<file path="config.mk">
export PLATFORM = sky130hd
export DESIGN_NAME = led_blink_pulse_controller
export DESIGN_NICKNAME = d
export VERILOG_FILES = /design/src/rtl/lbp_pkg.sv /design/src/rtl/lbp_cfg_regs.sv /design/src/rtl/lbp_ctrl.sv /design/src/rtl/led_blink_pulse_controller.sv
export SDC_FILE = /design/constraint.sdc
export NUM_CORES = 1
export LEC_CHECK = 0
export BUFFER_PORTS_ARGS = -buffer_cell sky130_fd_sc_hd__buf_2
export CAP_MARGIN = 20
export CORE_MARGIN = 4
export CORE_UTILIZATION = 30
export CTS_BUF_LIST = sky130_fd_sc_hd__clkbuf_16
export DETAILED_ROUTE_END_ITERATION = 16
export PLACE_DENSITY = 0.47
export SYNTH_ARGS = -nofsm -noshare
export SYNTH_HDL_FRONTEND = slang
export SYNTH_SLANG_ARGS = --single-unit
</file>
<file path="constraint.sdc">
create_clock -name clk -period 7.15 [get_ports clk]
set_input_delay 1.43 -clock clk [delete_from_list [all_inputs] [get_ports clk]]
set_output_delay 1.43 -clock clk [all_outputs]
set_load 0.03 [all_outputs]
</file>
<file path="src/rtl/lbp_pkg.sv">
package lbp_pkg;

    localparam int COUNT_WIDTH = 16;
    localparam int CFG_WIDTH   = 16;
    localparam int CFG_IDX_W   = 2;
    localparam int SUM_WIDTH   = ((COUNT_WIDTH > 16) ? COUNT_WIDTH : 16) + 1;

    localparam logic [COUNT_WIDTH-1:0] CNT_MAX = {COUNT_WIDTH{1'b1}};

    localparam logic [CFG_IDX_W-1:0] REG_PERIOD  = 2'd0;
    localparam logic [CFG_IDX_W-1:0] REG_ON_TIME = 2'd1;

    localparam logic [CFG_WIDTH-1:0] PERIOD_RST  = 16'd1000;
    localparam logic [CFG_WIDTH-1:0] ON_TIME_RST = 16'd500;

    typedef enum logic [2:0] {
        OP_TICK       = 3'd0,
        OP_ENABLE     = 3'd1,
        OP_ENABLE_PLS = 3'd2,
        OP_DISABLE    = 3'd3,
        OP_SET_MODE   = 3'd4
    } op_t;

    typedef enum logic [1:0] {
        MODE_BLINK  = 2'd0,
        MODE_STEADY = 2'd1,
        MODE_PULSE  = 2'd2,
        MODE_IDLE   = 2'd3
    } mode_t;

    typedef struct packed {
        logic [2:0]  opcode;
        logic [15:0] pulse_add;
        logic [1:0]  mode_select;
    } cmd_t;

    typedef struct packed {
        logic [CFG_WIDTH-1:0] period_ms;
        logic [CFG_WIDTH-1:0] on_time_ms;
    } cfg_t;

    typedef struct packed {
        logic        led_lit;
        logic        enabled_now;
        logic [1:0]  mode_now;
        logic [15:0] pulses_pending;
    } status_t;

endpackage

</file>
<file path="src/rtl/lbp_cfg_regs.sv">
module lbp_cfg_regs (
    input  logic                           clk,
    input  logic                           rst_n,
    input  logic                           wr_en,
    input  logic [lbp_pkg::CFG_IDX_W-1:0]  wr_index,
    input  logic [lbp_pkg::CFG_WIDTH-1:0]  wr_data,
    output lbp_pkg::cfg_t                  cfg
);
    import lbp_pkg::*;

    logic [CFG_WIDTH-1:0] period_reg;
    logic [CFG_WIDTH-1:0] on_time_reg;

    always_ff @(posedge clk or negedge rst_n)
    begin
        if (!rst_n)
        begin
            period_reg  <= PERIOD_RST;
            on_time_reg <= ON_TIME_RST;
        end
        else if (wr_en)
        begin
            if (wr_index == REG_PERIOD)
            begin
                period_reg <= wr_data;
            end
            if (wr_index == REG_ON_TIME)
            begin
                on_time_reg <= wr_data;
            end
        end
    end

    assign cfg.period_ms  = period_reg;
    assign cfg.on_time_ms = on_time_reg;

endmodule

</file>
<file path="src/rtl/lbp_ctrl.sv">
module lbp_ctrl (
    input  logic              clk,
    input  logic              rst_n,
    input  logic              step,
    input  lbp_pkg::cmd_t     cmd,
    input  lbp_pkg::cfg_t     cfg,
    output lbp_pkg::status_t  cur,
    output lbp_pkg::status_t  nxt
);
    import lbp_pkg::*;

    logic                   enabled_reg,  enabled_next;
    mode_t                  mode_reg,     mode_next;
    logic                   lit_reg,      lit_next;
    logic [COUNT_WIDTH-1:0] target_reg,   target_next;
    logic [COUNT_WIDTH-1:0] elapsed_reg,  elapsed_next;
    logic [COUNT_WIDTH-1:0] goal_reg,     goal_next;
    logic [COUNT_WIDTH-1:0] done_reg,     done_next;

    logic                   at_target;
    logic [CFG_WIDTH-1:0]   off_len;
    logic [SUM_WIDTH-1:0]   goal_sum;

    assign at_target = (target_reg == elapsed_reg);
    assign off_len   = (cfg.period_ms > cfg.on_time_ms) ?
                       (cfg.period_ms - cfg.on_time_ms) : '0;
    assign goal_sum  = SUM_WIDTH'(goal_reg) + SUM_WIDTH'(cmd.pulse_add);

    always_comb
    begin
        enabled_next = enabled_reg;
        mode_next    = mode_reg;
        lit_next     = lit_reg;
        target_next  = target_reg;
        elapsed_next = elapsed_reg;
        goal_next    = goal_reg;
        done_next    = done_reg;

        case (cmd.opcode)
            OP_TICK:
            begin
                if (!enabled_reg)
                begin
                    elapsed_next = '0;
                    lit_next     = 1'b0;
                end
                else if (mode_reg == MODE_BLINK || mode_reg == MODE_PULSE)
                begin
                    if (!at_target)
                    begin
                        elapsed_next = elapsed_reg + 1'b1;
                    end
                    else
                    begin
                        elapsed_next = '0;
                        if (lit_reg)
                        begin
                            // lit phase ends here
                            target_next = COUNT_WIDTH'(off_len);
                            lit_next    = 1'b0;
                            if (mode_reg == MODE_PULSE)
                            begin
                                if (done_reg == goal_reg)
                                begin
                                    enabled_next = 1'b0;
                                    mode_next    = MODE_STEADY;
                                    done_next    = '0;
                                    goal_next    = '0;
                                end
                                else
                                begin
                                    done_next = done_reg + 1'b1;
                                end
                            end
                        end
                        else
                        begin
                            target_next = COUNT_WIDTH'(cfg.on_time_ms);
                            lit_next    = 1'b1;
                        end
                    end
                end
                else if (mode_reg == MODE_STEADY)
                begin
                    lit_next = 1'b1;
                end
            end
            OP_ENABLE:
            begin
                enabled_next = 1'b1;
            end
            OP_ENABLE_PLS:
            begin
                enabled_next = 1'b1;
                mode_next    = MODE_PULSE;
                goal_next    = (goal_sum > SUM_WIDTH'(CNT_MAX)) ?
                               CNT_MAX : COUNT_WIDTH'(goal_sum);
            end
            OP_DISABLE:
            begin
                enabled_next = 1'b0;
            end
            OP_SET_MODE:
            begin
                mode_next = mode_t'(cmd.mode_select);
            end
            default:
            begin
                enabled_next = enabled_reg;
            end
        endcase
    end

    always_ff @(posedge clk or negedge rst_n)
    begin
        if (!rst_n)
        begin
            enabled_reg <= 1'b0;
            mode_reg    <= MODE_STEADY;
            lit_reg     <= 1'b0;
            target_reg  <= '0;
            elapsed_reg <= '0;
            goal_reg    <= '0;
            done_reg    <= '0;
        end
        else if (step)
        begin
            enabled_reg <= enabled_next;
            mode_reg    <= mode_next;
            lit_reg     <= lit_next;
            target_reg  <= target_next;
            elapsed_reg <= elapsed_next;
            goal_reg    <= goal_next;
            done_reg    <= done_next;
        end
    end

    assign cur.led_lit        = lit_reg;
    assign cur.enabled_now    = enabled_reg;
    assign cur.mode_now       = mode_reg;
    assign cur.pulses_pending = 16'(goal_reg);

    assign nxt.led_lit        = lit_next;
    assign nxt.enabled_now    = enabled_next;
    assign nxt.mode_now       = mode_next;
    assign nxt.pulses_pending = 16'(goal_next);

endmodule

</file>
<file path="src/rtl/led_blink_pulse_controller.sv">
// LED blink / pulse controller.
// Result path: an accepted command beat is held in the input register, then
// its state update is written into the result register, raising out_valid.
// Throughput: one command per cycle, limited only by out_ready.
// Reset (rst_n low, async): disabled, steady mode, LED dark, counters zero,
// period 1000 and on time 500 ticks.
module led_blink_pulse_controller (
    input  logic                          clk,
    input  logic                          rst_n,
    input  logic                          in_valid,
    output logic                          in_ready,
    input  logic [2:0]                    opcode,
    input  logic [15:0]                   pulse_add,
    input  logic [1:0]                    mode_select,
    output logic                          out_valid,
    input  logic                          out_ready,
    output logic                          led_lit,
    output logic                          enabled_now,
    output logic [1:0]                    mode_now,
    output logic [15:0]                   pulses_pending,
    input  logic                          cfg_valid,
    output logic                          cfg_ready,
    input  logic [lbp_pkg::CFG_IDX_W-1:0] cfg_index,
    input  logic [lbp_pkg::CFG_WIDTH-1:0] cfg_data
);
    import lbp_pkg::*;

    logic    in_valid_reg;
    cmd_t    cmd_reg;
    logic    out_valid_reg;
    status_t res_reg;
    logic    out_free;
    logic    proc;
    cfg_t    cfg;
    status_t st_cur;
    status_t st_nxt;

    assign out_free  = !out_valid_reg || out_ready;
    assign proc      = in_valid_reg && out_free;
    assign in_ready  = !in_valid_reg || out_free;
    assign cfg_ready = 1'b1;

    lbp_cfg_regs u_cfg (
        .clk      (clk),
        .rst_n    (rst_n),
        .wr_en    (cfg_valid && cfg_ready),
        .wr_index (cfg_index),
        .wr_data  (cfg_data),
        .cfg      (cfg)
    );

    lbp_ctrl u_ctrl (
        .clk   (clk),
        .rst_n (rst_n),
        .step  (proc),
        .cmd   (cmd_reg),
        .cfg   (cfg),
        .cur   (st_cur),
        .nxt   (st_nxt)
    );

    always_ff @(posedge clk or negedge rst_n)
    begin
        if (!rst_n)
        begin
            in_valid_reg  <= 1'b0;
            out_valid_reg <= 1'b0;
        end
        else
        begin
            if (in_valid && in_ready)
            begin
                in_valid_reg <= 1'b1;
            end
            else if (proc)
            begin
                in_valid_reg <= 1'b0;
            end

            if (proc)
            begin
                out_valid_reg <= 1'b1;
            end
            else if (out_ready)
            begin
                out_valid_reg <= 1'b0;
            end
        end
    end

    always_ff @(posedge clk)
    begin
        if (in_valid && in_ready)
        begin
            cmd_reg.opcode      <= opcode;
            cmd_reg.pulse_add   <= pulse_add;
            cmd_reg.mode_select <= mode_select;
        end
        if (proc)
        begin
            res_reg <= st_nxt;
        end
    end

    assign out_valid      = out_valid_reg;
    assign led_lit        = res_reg.led_lit;
    assign enabled_now    = res_reg.enabled_now;
    assign mode_now       = res_reg.mode_now;
    assign pulses_pending = res_reg.pulses_pending;

    a_proc_gives_result: assert property (@(posedge clk) disable iff (!rst_n)
        proc |=> out_valid)
        else $error("processed beat did not produce a result");

    a_stall_only_when_full: assert property (@(posedge clk) disable iff (!rst_n)
        !in_ready |-> (in_valid_reg && out_valid_reg && !out_ready))
        else $error("input stalled with room to advance");

    a_dark_when_disabled: assert property (@(posedge clk) disable iff (!rst_n)
        (proc && cmd_reg.opcode == OP_TICK && !st_cur.enabled_now)
        |=> (!led_lit && !enabled_now))
        else $error("tick while disabled left LED lit");

    a_result_matches_state: assert property (@(posedge clk) disable iff (!rst_n)
        proc |=> (res_reg == st_cur))
        else $error("result differs from updated state");

endmodule
</file>
==> impl_metrics.tcl, run 1 <==
set metrics [dict create \
    fmaxAchievable_ghz 0.272 \
    chipHeight_microns 172 \
    pin_count_of_the_biggest_net_entering_global_routing 79 \
    yosys_warnings 0 \
    wirelength_mm 19.5 \
    gp_routability_congestion 0.813 \
    critical_path_class "input pin to output port" \
    largest_reg_flops 21 \
    cts_tree "built" \
    count_of_port_buffers_added_during_placement 65 \
    critical_path.startpoint_type "input pin" \
    finalMaxSlewViolations 0 \
    design.final.nets 937 \
    synthArstFlopShare_pct 71.3 \
    finalSetupViolations 0 \
    antenna_cells 0 \
    first_global_vias 5996 \
    clkLatencyLatePin_ns 0.43 \
    main_combinational_cell_family_by_area_after_synthesis "compound AO/OA/AOI/OAI gates" \
    mappedNetlistNets 876 \
    crit_end "in_ready" \
    critical_path.startpoint "out_ready" \
    remaining_drc_errors 0 \
    critPathRequiredTime_ns 5.72 \
    via_density 5.00 \
    worstSetupEndpointType "output port" \
    setup_tns_ns 0 \
    met2RoutedLength_mm 8.58 \
    layout_worst_path_cycle_share_pct 51.4 \
    grt_setup_unrepaired "false" \
    reg2reg_to "pulses_pending[9]" \
    r2r-start "u_ctrl.goal_reg[0]" \
    dr.pass1.iters 5 \
    synthSimpleGateAreaFrac_pct 15.3 \
    postCtsSetupBuffers 0 \
    rows 59 \
    global_route.usage.total_pct 13.9 \
    core_area_sq_mm 0.0262 \
    top_layer "met4" \
    worstRegToRegCells 10 \
    holdPathStages 1 \
    ys_types 73 \
    worstMarginPinSlew_ns 1.01 \
    final_layout_size_suffix_gt1_share_pct 19.0 \
    die_width_microns 172 \
    layout_min_cycle_time_ns 3.67 \
    whs_ns 0.506 \
    final_common_cell "dfrtp_1" \
    yosys-mux-area-fraction_pct 4.61 \
    result_of_the_run "finished, final reports clean" \
    timing.slew.headroom_pct 32.5 \
    synth_area_per_cell_sq_um 10.1 \
    p_total_mw 3.35 \
    fillers 2685 \
    hold_path.class "flip-flop to flip-flop" \
    inserted_clock_buffers 17 \
    route.vias.total 6020 \
    r2r_setup_slack_ns 3.61 \
    grt_antenna_before_repair 0 \
    floorplan.io_pins 67 \
    maxCapViolCount 0 \
    cts_hold_repair.buffers 0 \
    path_clk_slew_ns 0.06 \
    hpwlAfterDp_mm 14.4 \
    global_route_wire_length_before_repair_mm 32.8 \
    max-vdd-ir-drop_mv 0.137 \
    post_synth_fa_ha_maj_area_fraction_pct 5.95 \
    crit_arrival_ns 2.24 \
    syn-cell-area_sq_mm 0.00804 \
    synth.yosys.seq_area_share_pct 47.3 \
    root_buffer "clkbuf_16" \
    dr_wl_met3_microns 609 \
    grt.overflow.total 0 \
    synth-xor-area-share_pct 7.63 \
    start_util_pct 30.7 \
    power_density_mw_per_mm2 360 \
    yosys_register_bits 143 \
    synthesized_netlist_cell_count 795 \
    ys.flop_type "dfrtp_1" \
    clock_skew_ns 0.0157 \
    synth_edf_count 41 \
    drt-wirelength-per-cell_microns 16.2 \
    drt_first_iter_violations 413 \
    die_area_sq_mm 0.0295 \
    synth_compound_gate_area_share_pct 16.0 \
    finalHoldViolCount 0 \
    area_growth_pct 16.0 \
    h-tree-depth 4 \
    most-common-layout-cells "89 x dfrtp_1, 76 x nand2_1, 71 x nor2_1" \
    clkSinkCount 143 \
    post_cts_resize_count 0 \
    clock_tree.buffer_depth 2 \
    post_route_antenna_net_violation_count 0 \
    worst_path_maximum_fanout 5 \
    wl_met1_mm 10.1 \
    power.leakage_nw 4.07 \
]
==> metal layers <==
layer / track usage (%) / up-vias
met2: 21.1 / 89
met5: 0 / -
met4: 3.20 / 0
li1: - / 3014
met3: 2.78 / 16
met1: 20.5 / 2901
==> per-stage QoR <==
stage	setup WS (ns)	instance area, sq um	cells	utilization [%]
final	3.48	9330	1204	35.6
after global routing	3.16	9330	1204	35.6
after CTS	3.48	9270	1202	35.4
after detailed placement	3.05	8690	1170	33.1
after global placement	3.14	8690	1170	33.1
after floorplan	3.74	8040	795	-
==> critical path, stage by stage <==
cell and delay, ns:
buf_2 0.09, nand2b_1 0.21, or2_2 0.33, buf_2 0.19
==> power breakdown <==
group	switching, mW	leakage, nW	internal [mW]
logic	0.741	2.12	0.506
clock network	0.383	0.280	0.519
registers	0.172	1.67	1.03
==> how the worst min path moves through the flow <==
| stage | startpoint | endpoint | slack (ns) |
|---|---|---|---|
| 6_report | u_cfg.on_time_reg[15] | u_cfg.on_time_reg[15] | 0.51 |
| 5_1_grt | u_cfg.period_reg[4] | u_cfg.period_reg[4] | 0.53 |
| 4_1_cts | u_cfg.on_time_reg[15] | u_cfg.on_time_reg[15] | 0.51 |
| 3_5_place_dp | u_cfg.on_time_reg[15] | u_cfg.on_time_reg[15] | 0.50 |
| 3_3_place_gp | u_ctrl.target_reg[13] | u_ctrl.target_reg[13] | 0.49 |
| 2_1_floorplan | u_ctrl.target_reg[13] | u_ctrl.target_reg[13] | 0.47 |
==> kinds of logic (layout without fill, tap and decap cells) <==
family	count (synthesis)	in the layout
simple gates	248	248
compound gates	200	200
flops	143	143
xor+xnor	70	70
buf+inv	63	137
fa+ha+maj	37	37
mux	33	33
other cells	1	1
==> final cells by class <==
cell class | instances | area (sq um) | share of cell area, %
inverters | 35 | 131 | 1.41
clock buffers | 17 | 425 | 4.56
well taps | 335 | 419 | 4.49
clock inverters | 15 | 163 | 1.74
multi-input cells | 589 | 3990 | 42.7
repair buffers | 70 | 403 | 4.32
flip-flops and latches | 143 | 3800 | 40.7
==> cell usage after synthesis, types with 7 or more instances <==
cell type	count	area, sq um
nand2_1	76	285
o21ai_0	52	260
dfstp_2	13	342
clkbuf_1	17	63.8
dfrtp_1	89	2230
o22ai_1	10	62.6
mux2_2	32	360
inv_1	34	128
xnor2_1	18	158
a21o_1	7	52.6
ha_1	35	438
nor3_1	13	65.1
a21oi_1	47	235
nor2_1	71	267
or3_1	12	75.1
xor2_1	52	455
a31oi_1	9	56.3
o21ai_1	11	55.1
a221oi_1	10	87.6
edfxtp_1	41	1230
nand3_1	19	95.1
buf_2	7	35.0
nand4_1	14	87.6
No activity file was read; power rests on OpenSTA's default activity.
==> run 2: changes to the inputs <==
--- a/config.mk
+++ b/config.mk
@@ -11,7 +11,7 @@
 export CORE_UTILIZATION = 30
 export CTS_BUF_LIST = sky130_fd_sc_hd__clkbuf_16
 export DETAILED_ROUTE_END_ITERATION = 16
-export PLACE_DENSITY = 0.47
+export PLACE_DENSITY = 0.48
 export SYNTH_ARGS = -nofsm -noshare
 export SYNTH_HDL_FRONTEND = slang
 export SYNTH_SLANG_ARGS = --single-unit
==> constraint.sdc (replaced) <==
create_clock -name clk -period 3.2 [get_ports clk]
set_input_delay 0.64 -clock clk [delete_from_list [all_inputs] [get_ports clk]]
set_output_delay 0.64 -clock clk [all_outputs]
set_load 0.03 [all_outputs]
==> run 2 against run 1 <==
  * Via count increased by 0.61%
  * Setup slack worse by 3.2 ns
  * Final area grew 0.16%
  * Clock skew shrank 0.0049 ns
  * Largest power group unchanged
==> impl_metrics.tcl, run 2 (synthesis gave the netlist of run 1 again) <==
set metrics [dict create \
    layout.cell_area.non_filler_sq_mm 0.00934 \
    largest_reg_flops 21 \
    final_layout_size_suffix_gt1_share_pct 19.8 \
    path_clk_slew_ns 0.07 \
    fillers 2641 \
    most-common-layout-cells "89 x dfrtp_1, 76 x nand2_1, 71 x nor2_1" \
    drt_first_iter_violations 343 \
    finalHoldViolCount 0 \
    wl_met1_mm 10.1 \
    drt-wirelength-per-cell_microns 16.3 \
    r2r-start "u_cfg.period_reg[0]" \
    antenna_cells 0 \
    start_util_pct 30.7 \
    critical_path_class "flip-flop to flip-flop" \
    place_inst 1179 \
    final_cells 1212 \
    clkLatencyLatePin_ns 0.43 \
    critical_path.startpoint "u_cfg.period_reg[0]" \
    finalMaxSlewViolations 0 \
    layout_min_cycle_time_ns 2.91 \
    reg2reg_to "u_ctrl.target_reg[15]" \
    clkPwrFrac_pct 25.6 \
    h-tree-depth 4 \
    met2RoutedLength_mm 8.86 \
    r2r_setup_slack_ns 0.29 \
    internal_power_mw 4.48 \
    die_width_microns 172 \
    fmaxAchievable_ghz 0.344 \
    core_area_sq_mm 0.0262 \
    area_growth_pct 16.2 \
    switching_share_pct 39.5 \
    crit_path_max_incr_delay_ns 0.43 \
    timing.slew.headroom_pct 39.6 \
    seq_power_share_pct 36.2 \
    hold_path.class "input pin to asynchronous set/reset pin" \
    pin_count_of_the_biggest_net_entering_global_routing 45 \
    grt.overflow.total 0 \
    max-vdd-ir-drop_mv 0.264 \
    remaining_drc_errors 0 \
    cts_tree "built" \
    hpwlAfterDp_mm 14.6 \
    power_density_mw_per_mm2 793 \
    worstMarginPinSlew_ns 0.903 \
    root_buffer "clkbuf_16" \
    via_density 5.00 \
    placement.cell_area_sq_mm 0.00877 \
    gp_routability_congestion 0.823 \
    maxCapViolCount 0 \
    dr_wl_met3_microns 639 \
    top_layer "met4" \
    critical_path.startpoint_type "flip-flop" \
    crit_arrival_ns 3.21 \
    grt_setup_unrepaired "false" \
    worstSetupEndpointType "flip-flop" \
    global_route.usage.total_pct 14.1 \
    count_of_port_buffers_added_during_placement 65 \
    grt_antenna_before_repair 0 \
    rows 59 \
    dr.pass1.iters 4 \
    setup_tns_ns 0 \
    wirelength_mm 19.8 \
    die_area_sq_mm 0.0295 \
    switching_power_mw 2.92 \
    result_of_the_run "finished, final reports clean" \
    comb_power_share_pct 38.2 \
    cp_cell_sequence "inv_1 -> ha_1 -> inv_1 -> fa_1 -> a211oi_2 -> o21ai_0 -> a221oi_2 -> o21ai_0 -> and3_2 -> and2_1 -> a221o_1" \
    worst_path_maximum_fanout 14 \
    route.vias.total 6057 \
    post_route_antenna_net_violation_count 0 \
    layout_worst_path_cycle_share_pct 90.8 \
    clkSinkCount 143 \
    design.final.nets 945 \
    power.leakage_nw 4.10 \
    final_common_cell "dfrtp_1" \
    worstRegToRegCells 11 \
    finalSetupViolations 0 \
    inserted_clock_buffers 17 \
    critPathRequiredTime_ns 3.51 \
    clock_tree.buffer_depth 2 \
    first_global_vias 6076 \
    floorplan.io_pins 67 \
    clock_skew_ns 0.0108 \
    worst_path_max_delay_cell "fa_1" \
    global_route_wire_length_before_repair_mm 32.8 \
    cts_hold_repair.buffers 0 \
    chipHeight_microns 172 \
]
run 2: cell types whose count changed in the layout (fill, tap and decap cells not counted), sizes merged:
cell | before | now
inv | 40 | 43
clkinvlp | 4 | 2
bufinv | 2 | 0
clkinv | 4 | 5
buf | 69 | 77
run 2: worst max path at each step:
stage / slack, ns / endpoint
final: 0.29 / u_ctrl.target_reg[15]
after global routing: 0.01 / u_ctrl.target_reg[15]
after CTS: 0.22 / u_ctrl.target_reg[15]
after detailed placement: 0.24 / u_ctrl.target_reg[15]
after global placement: 0.31 / u_ctrl.target_reg[15]
after floorplan: 0.61 / pulses_pending[14]
run 2: area by class of cell:
cell class / instances / area (sq um) / area share, %
multi-input combinational: 589 / 3990 / 42.7
tap: 335 / 419 / 4.49
sequential: 143 / 3800 / 40.7
clock buffer: 17 / 425 / 4.55
clock inverter: 15 / 124 / 1.33
timing repair buffer: 78 / 455 / 4.88
inverter: 35 / 131 / 1.41
run 2: critical path: cells and delay by family, from the launching register on:
family / cells / cell delay, ns
compound gates: 5 / 1.18
fa+ha+maj: 2 / 0.59
buf+inv: 2 / 0.12
flops: 1 / 0.36
simple gates: 2 / 0.54
run 2: power by group through the flow:
stage	clock network [mW]	logic [mW]	registers, mW
3_3_place_gp	0	2.83	2.73
6_report	1.90	2.83	2.68
4_1_cts	1.95	2.83	2.69
2_1_floorplan	0	2.07	2.69
3_5_place_dp	0	2.81	2.73
5_1_grt	2.03	3.19	2.74
run 2: per-stage QoR:
step	hold WS (ns)	worst slack [ns]	util (%)	power, mW
after floorplan	0.344	0.607	-	4.76
after global placement	0.487	0.308	33.4	5.55
after detailed placement	0.493	0.236	33.4	5.54
after CTS	0.184	0.221	35.5	7.47
after global routing	0.204	0.0136	35.6	7.96
final	0.171	0.294	35.6	7.41
run 2: what timing repair did:
| action | 4_1_cts | 5_1_grt |
|---|---|---|
| buffers inserted | 0 | 0 |
| resized for setup | 0 | 1 |
| setup endpoints to repair | 0 | 2 |
run 2: routing by layer:
metal	GRT usage, %	up-vias
met2	21.7	104
met4	3.96	0
li1	-	3024
met3	2.83	18
met5	0	-
met1	20.1	2911
